$ cat src/rtl/lflc_pkg.sv
// ----------------------------------------------------------------------------
// lflc_pkg: shared types and constants
// Request and result payloads, operation, direction and side codes, register indexes and
// register reset values for the line-follow lane-change controller.
// ----------------------------------------------------------------------------
package lflc_pkg;

    // operation codes of a command request
    localparam logic [1:0] OP_TICK  = 2'd0;
    localparam logic [1:0] OP_START = 2'd1;
    localparam logic [1:0] OP_STOP  = 2'd2;

    // drive directions
    localparam logic [1:0] DIR_FWD   = 2'd0;
    localparam logic [1:0] DIR_LEFT  = 2'd1;
    localparam logic [1:0] DIR_RIGHT = 2'd2;

    // side being avoided
    localparam logic [1:0] SIDE_NONE  = 2'd0;
    localparam logic [1:0] SIDE_LEFT  = 2'd1;
    localparam logic [1:0] SIDE_RIGHT = 2'd2;

    // configuration register indexes
    localparam logic [2:0] CFG_NEAR_LIMIT    = 3'd0;
    localparam logic [2:0] CFG_CLEAR_LIMIT   = 3'd1;
    localparam logic [2:0] CFG_CONFIRM_COUNT = 3'd2;
    localparam logic [2:0] CFG_SINGLE_TICKS  = 3'd3;
    localparam logic [2:0] CFG_REJOIN_TICKS  = 3'd4;
    localparam logic [2:0] CFG_CRUISE_SPEED  = 3'd5;
    localparam logic [2:0] CFG_TURN_SPEED    = 3'd6;

    // register reset values
    localparam logic [15:0] NEAR_LIMIT_RST    = 16'd150;
    localparam logic [15:0] CLEAR_LIMIT_RST   = 16'd400;
    localparam logic [3:0]  CONFIRM_COUNT_RST = 4'd3;
    localparam logic [9:0]  SINGLE_TICKS_RST  = 10'd300;
    localparam logic [9:0]  REJOIN_TICKS_RST  = 10'd75;
    localparam logic [9:0]  CRUISE_SPEED_RST  = 10'd600;
    localparam logic [9:0]  TURN_SPEED_RST    = 10'd400;

    typedef struct packed {
        logic [1:0]  op;
        logic [3:0]  line_bits;
        logic [15:0] left_distance;
        logic [15:0] right_distance;
    } cmd_item_t;

    typedef struct packed {
        logic       drive_valid;
        logic [1:0] drive_dir;
        logic [9:0] drive_speed;
        logic [2:0] mode_now;
    } res_item_t;

endpackage

$ cat src/rtl/line_follow_lane_change_fsm.sv
// ----------------------------------------------------------------------------
// line_follow_lane_change_fsm: line-following controller with lane change
// Issues one drive command per tick from the current mode and line sensors, then advances
// the mode on obstacle confirm, clearance, line pickup and tick timeouts; start/stop set it.
// ----------------------------------------------------------------------------
//
//  channel | signals                              | direction
//  --------+--------------------------------------+----------
//  cmd     | cmd_valid, cmd_stall, cmd_item       | in
//  res     | res_valid, res_stall, res_item       | out
//  cfg     | cfg_valid, cfg_ready, cfg_index/data | in
//
// Each request gives exactly one result: an accepted request is held in the
// input register, the mode logic works on it and loads the result register
// once the result side is free. A new request is taken every cycle while
// cmd_stall is low. cmd_stall rises only when both the input and result
// registers are full and res_stall is high. Reset clears mode, avoided side
// and count, and loads the register defaults. cfg_ready is always high.
module line_follow_lane_change_fsm (
    input  logic                clk,
    input  logic                rst_n,
    input  logic                cmd_valid,
    output logic                cmd_stall,
    input  lflc_pkg::cmd_item_t cmd_item,
    output logic                res_valid,
    input  logic                res_stall,
    output lflc_pkg::res_item_t res_item,
    input  logic                cfg_valid,
    output logic                cfg_ready,
    input  logic [2:0]          cfg_index,
    input  logic [15:0]         cfg_data
);
    import lflc_pkg::*;

    typedef enum logic [2:0] {
        MODE_DOUBLE   = 3'd0,
        MODE_SINGLE   = 3'd1,
        MODE_IN_TURN  = 3'd2,
        MODE_IN_FWD   = 3'd3,
        MODE_OUT_TURN = 3'd4,
        MODE_OUT_FWD  = 3'd5,
        MODE_STOP     = 3'd6
    } mode_t;

    // configuration
    logic [15:0] near_limit_reg;
    logic [15:0] clear_limit_reg;
    logic [3:0]  confirm_count_reg;
    logic [9:0]  single_ticks_reg;
    logic [9:0]  rejoin_ticks_reg;
    logic [9:0]  cruise_speed_reg;
    logic [9:0]  turn_speed_reg;

    // pipeline and state
    logic       item_valid_reg;
    cmd_item_t  item_reg;
    logic       res_valid_reg;
    res_item_t  res_item_reg;
    mode_t      mode_reg, mode_next;
    logic [1:0] side_reg, side_next;
    logic [9:0] tick_reg, tick_next;
    res_item_t  res_next;

    logic       res_free;
    logic       take;
    logic       left_near, right_near;
    logic       left_clear, right_clear;
    logic       s1, s2, s3, s4;
    logic [9:0] tick_inc;

    assign cfg_ready = 1'b1;
    assign res_free  = !res_valid_reg || !res_stall;
    assign take      = item_valid_reg && res_free;
    assign cmd_stall = item_valid_reg && !res_free;
    assign res_valid = res_valid_reg;
    assign res_item  = res_item_reg;

    always_ff @(posedge clk or negedge rst_n)
    begin
        if (!rst_n)
        begin
            near_limit_reg    <= NEAR_LIMIT_RST;
            clear_limit_reg   <= CLEAR_LIMIT_RST;
            confirm_count_reg <= CONFIRM_COUNT_RST;
            single_ticks_reg  <= SINGLE_TICKS_RST;
            rejoin_ticks_reg  <= REJOIN_TICKS_RST;
            cruise_speed_reg  <= CRUISE_SPEED_RST;
            turn_speed_reg    <= TURN_SPEED_RST;
        end
        else if (cfg_valid && cfg_ready)
        begin
            unique case (cfg_index)
                CFG_NEAR_LIMIT:    near_limit_reg    <= cfg_data;
                CFG_CLEAR_LIMIT:   clear_limit_reg   <= cfg_data;
                CFG_CONFIRM_COUNT: confirm_count_reg <= cfg_data[3:0];
                CFG_SINGLE_TICKS:  single_ticks_reg  <= cfg_data[9:0];
                CFG_REJOIN_TICKS:  rejoin_ticks_reg  <= cfg_data[9:0];
                CFG_CRUISE_SPEED:  cruise_speed_reg  <= cfg_data[9:0];
                CFG_TURN_SPEED:    turn_speed_reg    <= cfg_data[9:0];
                default: ;
            endcase
        end
    end

    // input register: the request waits here while the result side is blocked
    always_ff @(posedge clk or negedge rst_n)
    begin
        if (!rst_n)
        begin
            item_valid_reg <= 1'b0;
        end
        else if (!cmd_stall)
        begin
            item_valid_reg <= cmd_valid;
        end
    end

    always_ff @(posedge clk)
    begin
        if (cmd_valid && !cmd_stall)
        begin
            item_reg <= cmd_item;
        end
    end

    assign s1 = item_reg.line_bits[0];
    assign s2 = item_reg.line_bits[1];
    assign s3 = item_reg.line_bits[2];
    assign s4 = item_reg.line_bits[3];

    assign left_near   = item_reg.left_distance < near_limit_reg;
    assign right_near  = item_reg.right_distance < near_limit_reg;
    assign left_clear  = item_reg.left_distance > clear_limit_reg;
    assign right_clear = item_reg.right_distance > clear_limit_reg;
    assign tick_inc    = tick_reg + 10'd1;

    always_comb
    begin
        mode_next            = mode_reg;
        side_next            = side_reg;
        tick_next            = tick_reg;
        res_next.drive_valid = 1'b0;
        res_next.drive_dir   = DIR_FWD;
        res_next.drive_speed = '0;

        unique case (item_reg.op)
            OP_TICK:
            begin
                // drive command from the current mode
                unique case (mode_reg)
                    MODE_DOUBLE:
                    begin
                        if (!s4)
                        begin
                            res_next.drive_valid = 1'b1;
                            res_next.drive_dir   = s1 ? DIR_LEFT : DIR_FWD;
                            res_next.drive_speed = s1 ? turn_speed_reg : cruise_speed_reg;
                        end
                        else if (!s1)
                        begin
                            res_next.drive_valid = 1'b1;
                            res_next.drive_dir   = DIR_RIGHT;
                            res_next.drive_speed = turn_speed_reg;
                        end
                    end
                    MODE_SINGLE:
                    begin
                        if (!s3)
                        begin
                            res_next.drive_valid = 1'b1;
                            res_next.drive_dir   = s2 ? DIR_RIGHT : DIR_FWD;
                            res_next.drive_speed = s2 ? turn_speed_reg : cruise_speed_reg;
                        end
                        else if (!s2)
                        begin
                            res_next.drive_valid = 1'b1;
                            res_next.drive_dir   = DIR_LEFT;
                            res_next.drive_speed = turn_speed_reg;
                        end
                    end
                    MODE_IN_TURN, MODE_OUT_TURN:
                    begin
                        // change-in turns away from the avoided side, change-out toward it
                        if (side_reg == SIDE_LEFT || side_reg == SIDE_RIGHT)
                        begin
                            res_next.drive_valid = 1'b1;
                            res_next.drive_speed = turn_speed_reg;
                            if ((side_reg == SIDE_LEFT) == (mode_reg == MODE_IN_TURN))
                                res_next.drive_dir = DIR_RIGHT;
                            else
                                res_next.drive_dir = DIR_LEFT;
                        end
                    end
                    MODE_IN_FWD, MODE_OUT_FWD:
                    begin
                        res_next.drive_valid = 1'b1;
                        res_next.drive_speed = cruise_speed_reg;
                    end
                    MODE_STOP:
                    begin
                        res_next.drive_valid = 1'b1;
                    end
                    default: ;
                endcase

                // mode advance
                unique case (mode_reg)
                    MODE_DOUBLE:
                    begin
                        if (tick_reg == {6'd0, confirm_count_reg})
                        begin
                            tick_next = '0;
                            if (left_near)
                            begin
                                mode_next = MODE_IN_TURN;
                                side_next = SIDE_LEFT;
                            end
                            else if (right_near)
                            begin
                                mode_next = MODE_IN_TURN;
                                side_next = SIDE_RIGHT;
                            end
                        end
                        else if (left_near || right_near)
                        begin
                            tick_next = tick_inc;
                        end
                    end
                    MODE_SINGLE:
                    begin
                        if (tick_inc > single_ticks_reg)
                        begin
                            mode_next = MODE_OUT_TURN;
                            tick_next = '0;
                        end
                        else
                        begin
                            tick_next = tick_inc;
                        end
                    end
                    MODE_IN_TURN:
                    begin
                        if ((side_reg == SIDE_LEFT && left_clear) ||
                            (side_reg == SIDE_RIGHT && right_clear))
                            mode_next = MODE_IN_FWD;
                    end
                    MODE_IN_FWD:
                    begin
                        if ((side_reg == SIDE_LEFT && s2) || (side_reg == SIDE_RIGHT && s3))
                        begin
                            mode_next = MODE_SINGLE;
                            tick_next = '0;
                        end
                    end
                    MODE_OUT_TURN:
                    begin
                        if (tick_inc > rejoin_ticks_reg)
                        begin
                            mode_next = MODE_OUT_FWD;
                            tick_next = '0;
                        end
                        else
                        begin
                            tick_next = tick_inc;
                        end
                    end
                    MODE_OUT_FWD:
                    begin
                        if ((side_reg == SIDE_LEFT && s4) || (side_reg == SIDE_RIGHT && s1))
                        begin
                            mode_next = MODE_DOUBLE;
                            tick_next = '0;
                        end
                    end
                    default: ;
                endcase
            end
            OP_START: mode_next = MODE_DOUBLE;
            OP_STOP:  mode_next = MODE_STOP;
            default: ;
        endcase

        res_next.mode_now = mode_next;
    end

    // mode state and the result register
    always_ff @(posedge clk or negedge rst_n)
    begin
        if (!rst_n)
        begin
            mode_reg      <= MODE_DOUBLE;
            side_reg      <= SIDE_NONE;
            tick_reg      <= '0;
            res_valid_reg <= 1'b0;
            res_item_reg  <= '0;
        end
        else if (take)
        begin
            mode_reg      <= mode_next;
            side_reg      <= side_next;
            tick_reg      <= tick_next;
            res_valid_reg <= 1'b1;
            res_item_reg  <= res_next;
        end
        else if (!res_stall)
        begin
            res_valid_reg <= 1'b0;
        end
    end

    a_stop_speed_zero: assert property (@(posedge clk) disable iff (!rst_n)
        res_valid && res_item.drive_valid && res_item.mode_now == MODE_STOP
        && $past(take) |-> res_item.drive_speed == '0 || $past(mode_reg) != MODE_STOP)
        else $error("nonzero speed issued in stop mode");

    a_no_cmd_zero: assert property (@(posedge clk) disable iff (!rst_n)
        res_valid && !res_item.drive_valid |->
        res_item.drive_dir == DIR_FWD && res_item.drive_speed == '0)
        else $error("idle command carries direction or speed");

    a_stall_when_full: assert property (@(posedge clk) disable iff (!rst_n)
        cmd_stall |-> item_valid_reg && res_valid_reg && res_stall)
        else $error("input stalled while pipeline has room");

    a_start_mode: assert property (@(posedge clk) disable iff (!rst_n)
        take && item_reg.op == OP_START |=> mode_reg == MODE_DOUBLE)
        else $error("start request did not enter double line mode");

endmodule
$ cat config.mk
export PLATFORM = sky130hd
export DESIGN_NAME = line_follow_lane_change_fsm
export DESIGN_NICKNAME = d
export VERILOG_FILES = /design/src/rtl/lflc_pkg.sv /design/src/rtl/line_follow_lane_change_fsm.sv
export SDC_FILE = /design/constraint.sdc
export NUM_CORES = 1
export LEC_CHECK = 0
export BUFFER_PORTS_ARGS = -buffer_cell sky130_fd_sc_hd__clkbuf_2
export CORE_ASPECT_RATIO = 1.75
export CORE_MARGIN = 3
export CORE_UTILIZATION = 59
export CTS_CLUSTER_DIAMETER = 120
export DETAILED_ROUTE_END_ITERATION = 8
export GPL_TIMING_DRIVEN = 0
export PLACE_DENSITY = 0.79
export SYNTH_ARGS = -nofsm -noshare
export SYNTH_HDL_FRONTEND = slang
export SYNTH_SLANG_ARGS = --single-unit
export TNS_END_PERCENT = 1
$ cat constraint.sdc
create_clock -name clk -period 3.9 [get_ports clk]
set_input_delay 0.585 -clock clk [delete_from_list [all_inputs] [get_ports clk]]
set_output_delay 0.585 -clock clk [all_outputs]
set_load 0.01 [all_outputs]
==> results of run 1 <==
final cells by class:
type                    count  area share, %
multi-input cells         505           41.0
flip-flops and latches    144           42.1
plain buffers              19          0.950
clock inverters            15           1.60
clock buffers              17           4.68
well taps                 171           2.35
inverters                  67           2.77
repair buffers             80           4.60
where the power goes:
part | switching [mW] | total, mW | internal (mW)
registers | 0.155 | 2.00 | 1.84
logic | 0.916 | 1.53 | 0.616
clock network | 0.680 | 1.58 | 0.898
Yosys cell counts, types with 2 or more instances:
master     n  area, um2
a21oi_1   36        180
nand2_1   89        334
edfxtp_1  38       1140
dfrtp_1   82       2050
o32a_1     2       20.0
xor2_1    10       87.6
o21a_1     5       37.5
o21ai_1    9       45.0
clkbuf_1  14       52.6
o311ai_2   2       32.5
nor2b_1    6       37.5
nor3b_1    7       52.6
o41ai_1    2       17.5
nor3_1     6       30.0
nand2b_1   9       56.3
ha_1      87       1090
or3_1      2       12.5
inv_1     67        251
nand4b_1   3       26.3
dfstp_2   24        631
xnor2_1    4       35.0
o31ai_1   11       82.6
nand3b_1   2       15.0
a21oi_2    3       26.3
o211ai_1   4       30.0
a21o_1     8       60.1
o21ai_0   63        315
nor2_1    19       71.3
a211oi_1   3       22.5
and2_1     2       12.5
buf_2      3       15.0
nor4_1     2       12.5
nand4_1   15       93.8
or4_1      2       15.0
nand3_1   17       85.1
a22oi_1   13       97.6
mux2_2    37        417
worst paths after layout:
check	startpoint	end	slack, ps	cells after the start
worst max-delay path	tick_reg[3]$_DFFE_PN0P_	mode_reg[1]$_DFFE_PN0P_	400	14
worst min-delay path	rst_n	tick_reg[5]$_DFFE_PN0P_	300	1
worst max register to register	tick_reg[3]$_DFFE_PN0P_	mode_reg[1]$_DFFE_PN0P_	400	14
worst min register to register	res_item[9]$_DFFE_PN0P_	res_item[9]$_DFFE_PN0P_	480	2
max in group asynchronous	rst_n	rejoin_ticks_reg[1]$_DFFE_PN1P_	2800	2
min in group clk	cmd_item[34]	item_reg[34]$_DFFE_PP_	330	1
cells in the final DEF, fill, tap and decap left out, types with 3 or more instances in the layout:
cell type | netlist | layout
a21o_1 | 8 | 8
mux2_2 | 37 | 37
inv_1 | 67 | 67
a22oi_1 | 13 | 13
xnor2_1 | 4 | 4
a21oi_1 | 36 | 36
nand4b_1 | 3 | 3
clkbuf_2 | 0 | 78
o21ai_0 | 63 | 63
nand4_1 | 15 | 15
dfstp_2 | 24 | 24
buf_2 | 3 | 3
inv_6 | 0 | 7
nor3b_1 | 7 | 7
clkbuf_16 | 0 | 17
nand3_1 | 17 | 17
xor2_1 | 10 | 10
o211ai_1 | 4 | 4
a21oi_2 | 3 | 3
o21a_1 | 5 | 5
nor2b_1 | 6 | 6
a211oi_1 | 3 | 3
edfxtp_1 | 38 | 38
o31ai_1 | 11 | 11
ha_1 | 87 | 87
clkbuf_1 | 14 | 14
nor2_1 | 19 | 19
dfrtp_1 | 82 | 82
nor3_1 | 6 | 6
nand2_1 | 89 | 89
o21ai_1 | 9 | 9
nand2b_1 | 9 | 9
through the flow:
stage | setup slack, ps | util (%)
after detailed placement | 426 | 65.5
after CTS | 397 | 69.9
final | 400 | 69.9
after floorplan | 969 | -
after global placement | 450 | 65.3
after global routing | 186 | 69.9
layer usage:
layer / vias to the layer above / track usage (%)
met5: - / 0
met4: 0 / 18.3
met3: 74 / 4.73
met2: 182 / 49.6
met1: 2979 / 27.8
li1: 2852 / -
kinds of logic after synthesis:
family | count (synthesis) | share of synthesized area [%]
compound gates | 176 | 14.5
xor+xnor | 14 | 1.55
fa+ha+maj | 87 | 13.8
buf+inv | 86 | 4.28
flops | 144 | 48.5
mux | 38 | 5.41
other cells | 1 | 0.0475
simple gates | 189 | 11.9
==> flow_metrics.tcl, run 1 <==
set metrics [dict create \
    run_status "complete, no violations" \
    fin_crit_ps 3500 \
    hold_violations 0 \
    pin_count 81 \
    required_ps 4200 \
    wl_per_cell_um 18.8 \
    grt_pass1_vias 6573 \
    synth-seq-cells 144 \
    initial_core_util_pct 60.6 \
    crit_top_cell "nor2_1" \
    cts_tree "done" \
    syn_area_um2 7890 \
    routed_via_density 5.98 \
    grt-ovfl-total 0 \
    clockBufferDepth 2 \
    synth_flop_cell "dfrtp_1" \
    critPathBufInv 1 \
    worst_slew_pin_slew_ps 1260 \
    fillers 938 \
    place_area_um2 8520 \
    cpMaxStageDelayCell "o311ai_2" \
    power_density_nw_per_um2 562 \
    nets 983 \
    wl_met2_mm 10.5 \
    arrival_ps 3800 \
    antenna_found_initial 0 \
    rsz0062_at_grt "no" \
    fp.dieH_um 159 \
    finalCritPeriodShare_pct 89.7 \
    slew_viol_final 0 \
    maxCapViolCount 0 \
    rows 55 \
    hold-worst-slack_ps 300 \
    core_um2 13000 \
    clkLatencyLatePin_ps 420 \
    hp-class "in -> async" \
    cp-start-kind "flop" \
    timing.setup.tns_ps 0 \
    grt_max_degree 63 \
    critPathTopFamily "compound AO/OA/AOI/OAI gates" \
    synth_edf_count 38 \
    cts_htree_levels 4 \
    async_reset_ff_share_pct 73.6 \
    dpl.cell_count 986 \
    place_hpwl_mm 14.8 \
    root_buffer "clkbuf_16" \
    cts_hold_buf 0 \
    regArea_um2 3820 \
    io_buffers 79 \
    dr.pass1.iters 5 \
    cts_setup_buffers 0 \
    grt_pass1_wl_mm 31.5 \
    wl_met1_mm 6.80 \
    vias 6087 \
    drc 0 \
    highest_layer "met4" \
    path_cells "nand3_1, nor2_1, nand4_1, nor2_1, xnor2_1, inv_1, ha_1, a211oi_1, o21ai_1, o311ai_2, a22oi_1, o211ai_2, a21oi_2, a311o_1" \
    clkSlewWorstSetupHoldPaths_ps 70 \
    finalSetupViolations 0 \
    multi_input_comb_area_um2 3730 \
    antennaDiodeCount 0 \
    clock_sinks 144 \
    layout-drive-gt1-share_pct 22.9 \
    finClkSkew_ps 11.9 \
    cts.repair.resized 0 \
    stdcell_count 1018 \
    synth_cell_types 64 \
    area_growth_pct 15.3 \
    p_leak_nw 4.15 \
    critical_path.max_fanout 6 \
    routed_wl_mm 19.2 \
    antenna_left 0 \
    fmax_ghz 0.286 \
    crit_type "reg -> reg" \
    yosys_warnings 0 \
    yosysSeqAreaShare_pct 48.5 \
    slew_headroom_pct 15.6 \
    ir_worst_vdd_mv 0.432 \
    syn_nets 884 \
    largest_reg_flops 38 \
    gp_congestion 0.924 \
    fp.dieW_um 93.4 \
    max_stage_delay_ps 470 \
    wl_met3_um 691 \
    fin_area_um2 9090 \
    finalPower_mw 5.11 \
    endpoint_kind "flop" \
    cts_made_buffers 17 \
    grt_usage_pct 27.4 \
    die_area_um2 14800 \
    syn-mean-instance-area_um2 10.7 \
    netlist_instances 735 \
    drt_iter0_drc 346 \
]
No activity file was read; power rests on OpenSTA's default activity.
==> inputs of run 2 (changes only) <==
==> constraint.sdc (replaced) <==
create_clock -name clk -period 3.4 [get_ports clk]
set_input_delay 0.51 -clock clk [delete_from_list [all_inputs] [get_ports clk]]
set_output_delay 0.51 -clock clk [all_outputs]
set_load 0.01 [all_outputs]
==> flow_metrics.tcl, run 2 (same netlist as run 1, synthesis figures left out) <==
set metrics [dict create \
    run_status "complete, no violations" \
    gp_congestion 0.924 \
    nets 984 \
    grt_usage_pct 27.4 \
    clkSlewWorstSetupHoldPaths_ps 70 \
    initial_core_util_pct 60.6 \
    cts_htree_levels 4 \
    dr.pass1.iters 5 \
    ir_worst_vdd_mv 0.495 \
    slew_viol_final 0 \
    critical_path.max_fanout 7 \
    clkLatencyLatePin_ps 420 \
    worst_slew_pin_slew_ps 1260 \
    die_area_um2 14800 \
    cp-start-kind "flop" \
    layout_commonest_cell "nand2_1" \
    cts_made_buffers 17 \
    routed_wl_mm 19.2 \
    slew_headroom_pct 15.1 \
    clock_sinks 144 \
    grt_pass1_vias 6572 \
    hp-class "in -> async" \
    fp.dieW_um 93.4 \
    p_leak_nw 4.15 \
    multi_input_comb_area_um2 3760 \
    regArea_um2 3820 \
    grt_max_degree 63 \
    io_buffers 79 \
    endpoint_kind "flop" \
    finClkSkew_ps 10.4 \
    clockBufferDepth 2 \
    antenna_found_initial 0 \
    utilization_pct 70.2 \
    pin_count 81 \
    power_density_nw_per_um2 645 \
    routed_via_density 5.99 \
    arrival_ps 3530 \
    maxCapViolCount 0 \
    area_growth_pct 15.8 \
    drc 0 \
    core_um2 13000 \
    root_buffer "clkbuf_16" \
    antenna_left 0 \
    antennaDiodeCount 0 \
    wl_per_cell_um 18.9 \
    hold_violations 0 \
    fmax_ghz 0.310 \
    fp.dieH_um 159 \
    finalCritPeriodShare_pct 94.9 \
    drt_iter0_drc 350 \
    largest_reg_flops 38 \
    fin_crit_ps 3230 \
    hold-worst-slack_ps 225 \
    required_ps 3710 \
    timing.setup.tns_ps 0 \
    place_hpwl_mm 14.8 \
    cts_tree "done" \
    cts_hold_buf 0 \
    grt_pass1_wl_mm 31.5 \
    layout-drive-gt1-share_pct 23.8 \
    rows 55 \
    final_cell_mix "nand2_1, ha_1, dfrtp_1" \
    finalSetupViolations 0 \
    fillers 927 \
    vias 6101 \
    grt-ovfl-total 0 \
    stdcell_count 1019 \
    crit_type "reg -> reg" \
    dpl.cell_count 986 \
]
run 2: final timing paths:
| path | from | slack [ps] | depth (start not counted) | endpoint |
|---|---|---|---|---|
| setup / recovery | tick_reg[2]$_DFFE_PN0P_ | 170 | 16 | mode_reg[1]$_DFFE_PN0P_ |
| hold / removal | rst_n | 220 | 1 | tick_reg[5]$_DFFE_PN0P_ |
| setup reg to reg | tick_reg[2]$_DFFE_PN0P_ | 170 | 16 | mode_reg[1]$_DFFE_PN0P_ |
| hold reg to reg | res_item[9]$_DFFE_PN0P_ | 480 | 2 | res_item[9]$_DFFE_PN0P_ |
| max in group asynchronous | rst_n | 2370 | 2 | turn_speed_reg[7]$_DFFE_PN1P_ |
| min in group clk | cmd_item[34] | 260 | 1 | item_reg[34]$_DFFE_PP_ |
run 2: stage by stage:
| stage | power (mW) | cell area [um2] | setup slack [ps] |
|---|---|---|---|
| after global routing | 6.23 | 9130 | -28.4 |
| final | 5.89 | 9130 | 172 |
| after floorplan | 3.50 | 7890 | 469 |
| after global placement | 3.95 | 8500 | -49.7 |
| after CTS | 5.89 | 9100 | 16.2 |
| after detailed placement | 4.06 | 8520 | -74.2 |
run 2: worst max-delay path, cell delays in order (launching register included):
cell and delay (ps):
dfrtp_1 340, buf_6 130, nand3_1 130, nor2_2 140, nand4_1 140, nor2_1 150, xnor2_1 160, inv_1 100
ha_1 340, a211oi_2 270, o21ai_2 130, nand2b_1 210, o311ai_4 140, a22oi_2 150, o211ai_2 150, a21oi_2 90
a311o_1 330
run 2: what timing repair did:
item                                    CTS  global route
hold endpoints to repair                  0             0
pin swaps                                 1             3
buffers inserted                          0             1
resized for setup                         1             7
endpoints found under the setup margin    1            12
run 2: metal layers:
layer / track usage [%] / wire (um) / vias up
met3: 4.73 / 770 / 75
li1: - / - / 2850
met4: 18.3 / 1150 / 0
met1: 27.8 / 6730 / 2984
met5: 0 / 0 / -
met2: 49.6 / 10600 / 192
run 2: report_power, final:
part | switching, mW | internal [mW]
registers | 0.177 | 2.12
logic | 1.06 | 0.726
clock network | 0.780 | 1.03
total | 2.02 | 3.87
run 2: area by class of cell:
type	instances	area share, %
plain buffers	19	0.945
clock buffers	17	4.66
clock inverters	15	1.59
inverters	67	2.75
multi-input cells	505	41.2
flip-flops and latches	144	41.9
well taps	171	2.34
repair buffers	81	4.66
==> inputs of run 3 (changes only) <==
--- a/config.mk
+++ b/config.mk
@@ -5,14 +5,14 @@
 export SDC_FILE = /design/constraint.sdc
 export NUM_CORES = 1
 export LEC_CHECK = 0
-export BUFFER_PORTS_ARGS = -buffer_cell sky130_fd_sc_hd__clkbuf_2
 export CORE_ASPECT_RATIO = 1.75
 export CORE_MARGIN = 3
 export CORE_UTILIZATION = 59
 export CTS_CLUSTER_DIAMETER = 120
 export DETAILED_ROUTE_END_ITERATION = 8
+export DONT_BUFFER_PORTS = 1
 export GPL_TIMING_DRIVEN = 0
-export PLACE_DENSITY = 0.79
+export PLACE_DENSITY = 0.74
 export SYNTH_ARGS = -nofsm -noshare
 export SYNTH_HDL_FRONTEND = slang
 export SYNTH_SLANG_ARGS = --single-unit
==> flow_metrics.tcl, run 3 (same netlist as run 1, synthesis figures left out) <==
set metrics [dict create \
    dr.pass1.iters 6 \
    fmax_ghz 0.313 \
    power_density_nw_per_um2 672 \
    gp_congestion 0.963 \
    clkLatencyLatePin_ps 420 \
    clockBufferDepth 2 \
    grt_pass1_wl_mm 30.2 \
    hold_violations 0 \
    worst_slew_pin_slew_ps 1310 \
    clock_sinks 144 \
    antenna_found_initial 0 \
    antenna_left 0 \
    cts_tree "done" \
    maxCapViolCount 0 \
    pin_count 81 \
    crit_type "reg -> reg" \
    fp.dieW_um 93.4 \
    area_growth_pct 11.4 \
    layout_commonest_cell "nand2_1" \
    rows 55 \
    fin_crit_ps 3200 \
    die_area_um2 14800 \
    grt_max_degree 107 \
    finalCritPeriodShare_pct 94.0 \
    largest_reg_flops 38 \
    finalPower_mw 5.91 \
    slew_headroom_pct 12.0 \
    fin_area_um2 8780 \
    routed_wl_mm 19.1 \
    cts_htree_levels 4 \
    final_cell_mix "nand2_1, ha_1, dfrtp_1" \
    grt_pass1_vias 6042 \
    io_buffers 0 \
    endpoint_kind "flop" \
    slew_viol_final 0 \
    p_leak_nw 3.84 \
    required_ps 3700 \
    grt-ovfl-total 0 \
    drt_iter0_drc 324 \
    place_hpwl_mm 14.5 \
    hp-class "in -> async" \
    fp.dieH_um 159 \
    place_area_um2 8100 \
    routed_via_density 6.07 \
    finClkSkew_ps 8.35 \
    arrival_ps 3490 \
    wl_per_cell_um 20.3 \
    run_status "complete, no violations" \
    initial_core_util_pct 60.6 \
    cp-start-kind "flop" \
    layout-drive-gt1-share_pct 16.1 \
    ir_worst_vdd_mv 0.410 \
    rsz0062_at_grt "no" \
    cts_made_buffers 17 \
    critical_path.max_fanout 9 \
    vias 5709 \
    drc 0 \
    core_um2 13000 \
    root_buffer "clkbuf_16" \
    antennaDiodeCount 0 \
    nets 906 \
    finalSetupViolations 0 \
    grt_usage_pct 26.8 \
    clkSlewWorstSetupHoldPaths_ps 60 \
]
run 3: changes by cell type in the layout (fill, tap and decap cells not counted), sizes merged:
cell    change
clkbuf     -79
buf         +1
bufinv      +1
clkinv      -1
run 3: layout make-up:
| class | instances | area, um2 |
|---|---|---|
| Clock buffer | 17 | 425 |
| Sequential cell | 144 | 3820 |
| Timing Repair Buffer | 3 | 42.5 |
| Inverter | 67 | 251 |
| Tap cell | 171 | 214 |
| Fill cell | 967 | 4220 |
| Clock inverter | 15 | 171 |
| Multi-Input combinational cell | 505 | 3770 |
| Buffer | 19 | 86.3 |
run 3: critical path, stage by stage, from the launching register on:
cell and delay, ps:
dfrtp_1 530, ha_1 340, and4_1 240, xnor2_1 140, inv_1 100, ha_1 300
a21o_1 160, a21oi_1 200, o31ai_1 120, o21bai_2 260, a22oi_2 130, o211ai_4 150
a21oi_2 90, a311o_1 320
run 3: power by group:
group,internal (mW),switching [mW],total [mW],leakage [nW]
Sequential,2.12,0.207,2.32,1.64
Clock,1.11,0.785,1.89,0.290
Combinational,0.681,1.01,1.69,1.90
Total,3.90,2.00,5.91,3.84
run 3: metal layers:
layer | track usage, % | share of wire, % | vias to the layer above
li1 | - | - | 2685
met1 | 28.0 | 36 | 2803
met2 | 48.6 | 55 | 167
met3 | 5.20 | 4.2 | 54
met4 | 15.5 | 5.0 | 0
met5 | 0 | 0 | -
run 3: worst paths after layout:
path                                                  from                              end  cells past startpoint  slack (ps)
min in group clk                              cmd_item[33]           item_reg[33]$_DFFE_PP_                      0         180
setup reg to reg                   tick_reg[0]$_DFFE_PN0P_          mode_reg[1]$_DFFE_PN0P_                     13         200
max in group asynchronous                            rst_n    turn_speed_reg[7]$_DFFE_PN1P_                      1        2930
hold / removal                                       rst_n  rejoin_ticks_reg[7]$_DFFE_PN0P_                      1           9
hold reg to reg            single_ticks_reg[9]$_DFFE_PN0P_  single_ticks_reg[9]$_DFFE_PN0P_                      1         510
setup / recovery                   tick_reg[0]$_DFFE_PN0P_          mode_reg[1]$_DFFE_PN0P_                     13         200
run 3: repair_timing:
item,4_1_cts,5_1_grt
setup buffers,0,2
endpoints found under the hold margin,106,0
hold buffers,1,0
pin swaps,1,4
gates resized for setup,1,8
gates cloned,0,0
endpoints found under the setup margin,1,13
run 3: per-stage QoR:
step	setup TNS, ps	worst slack [ps]	instances	util [%]	hold WS, ps
finish	0	204	941	67.5	8.82
global route	0	5.25	941	67.5	61.0
CTS	0	30.7	939	67.2	49.6
detailed placement	-86.1	-86.1	906	62.3	218
global placement	-19.9	-19.9	906	62.3	219
floorplan	0	469	735	-	214
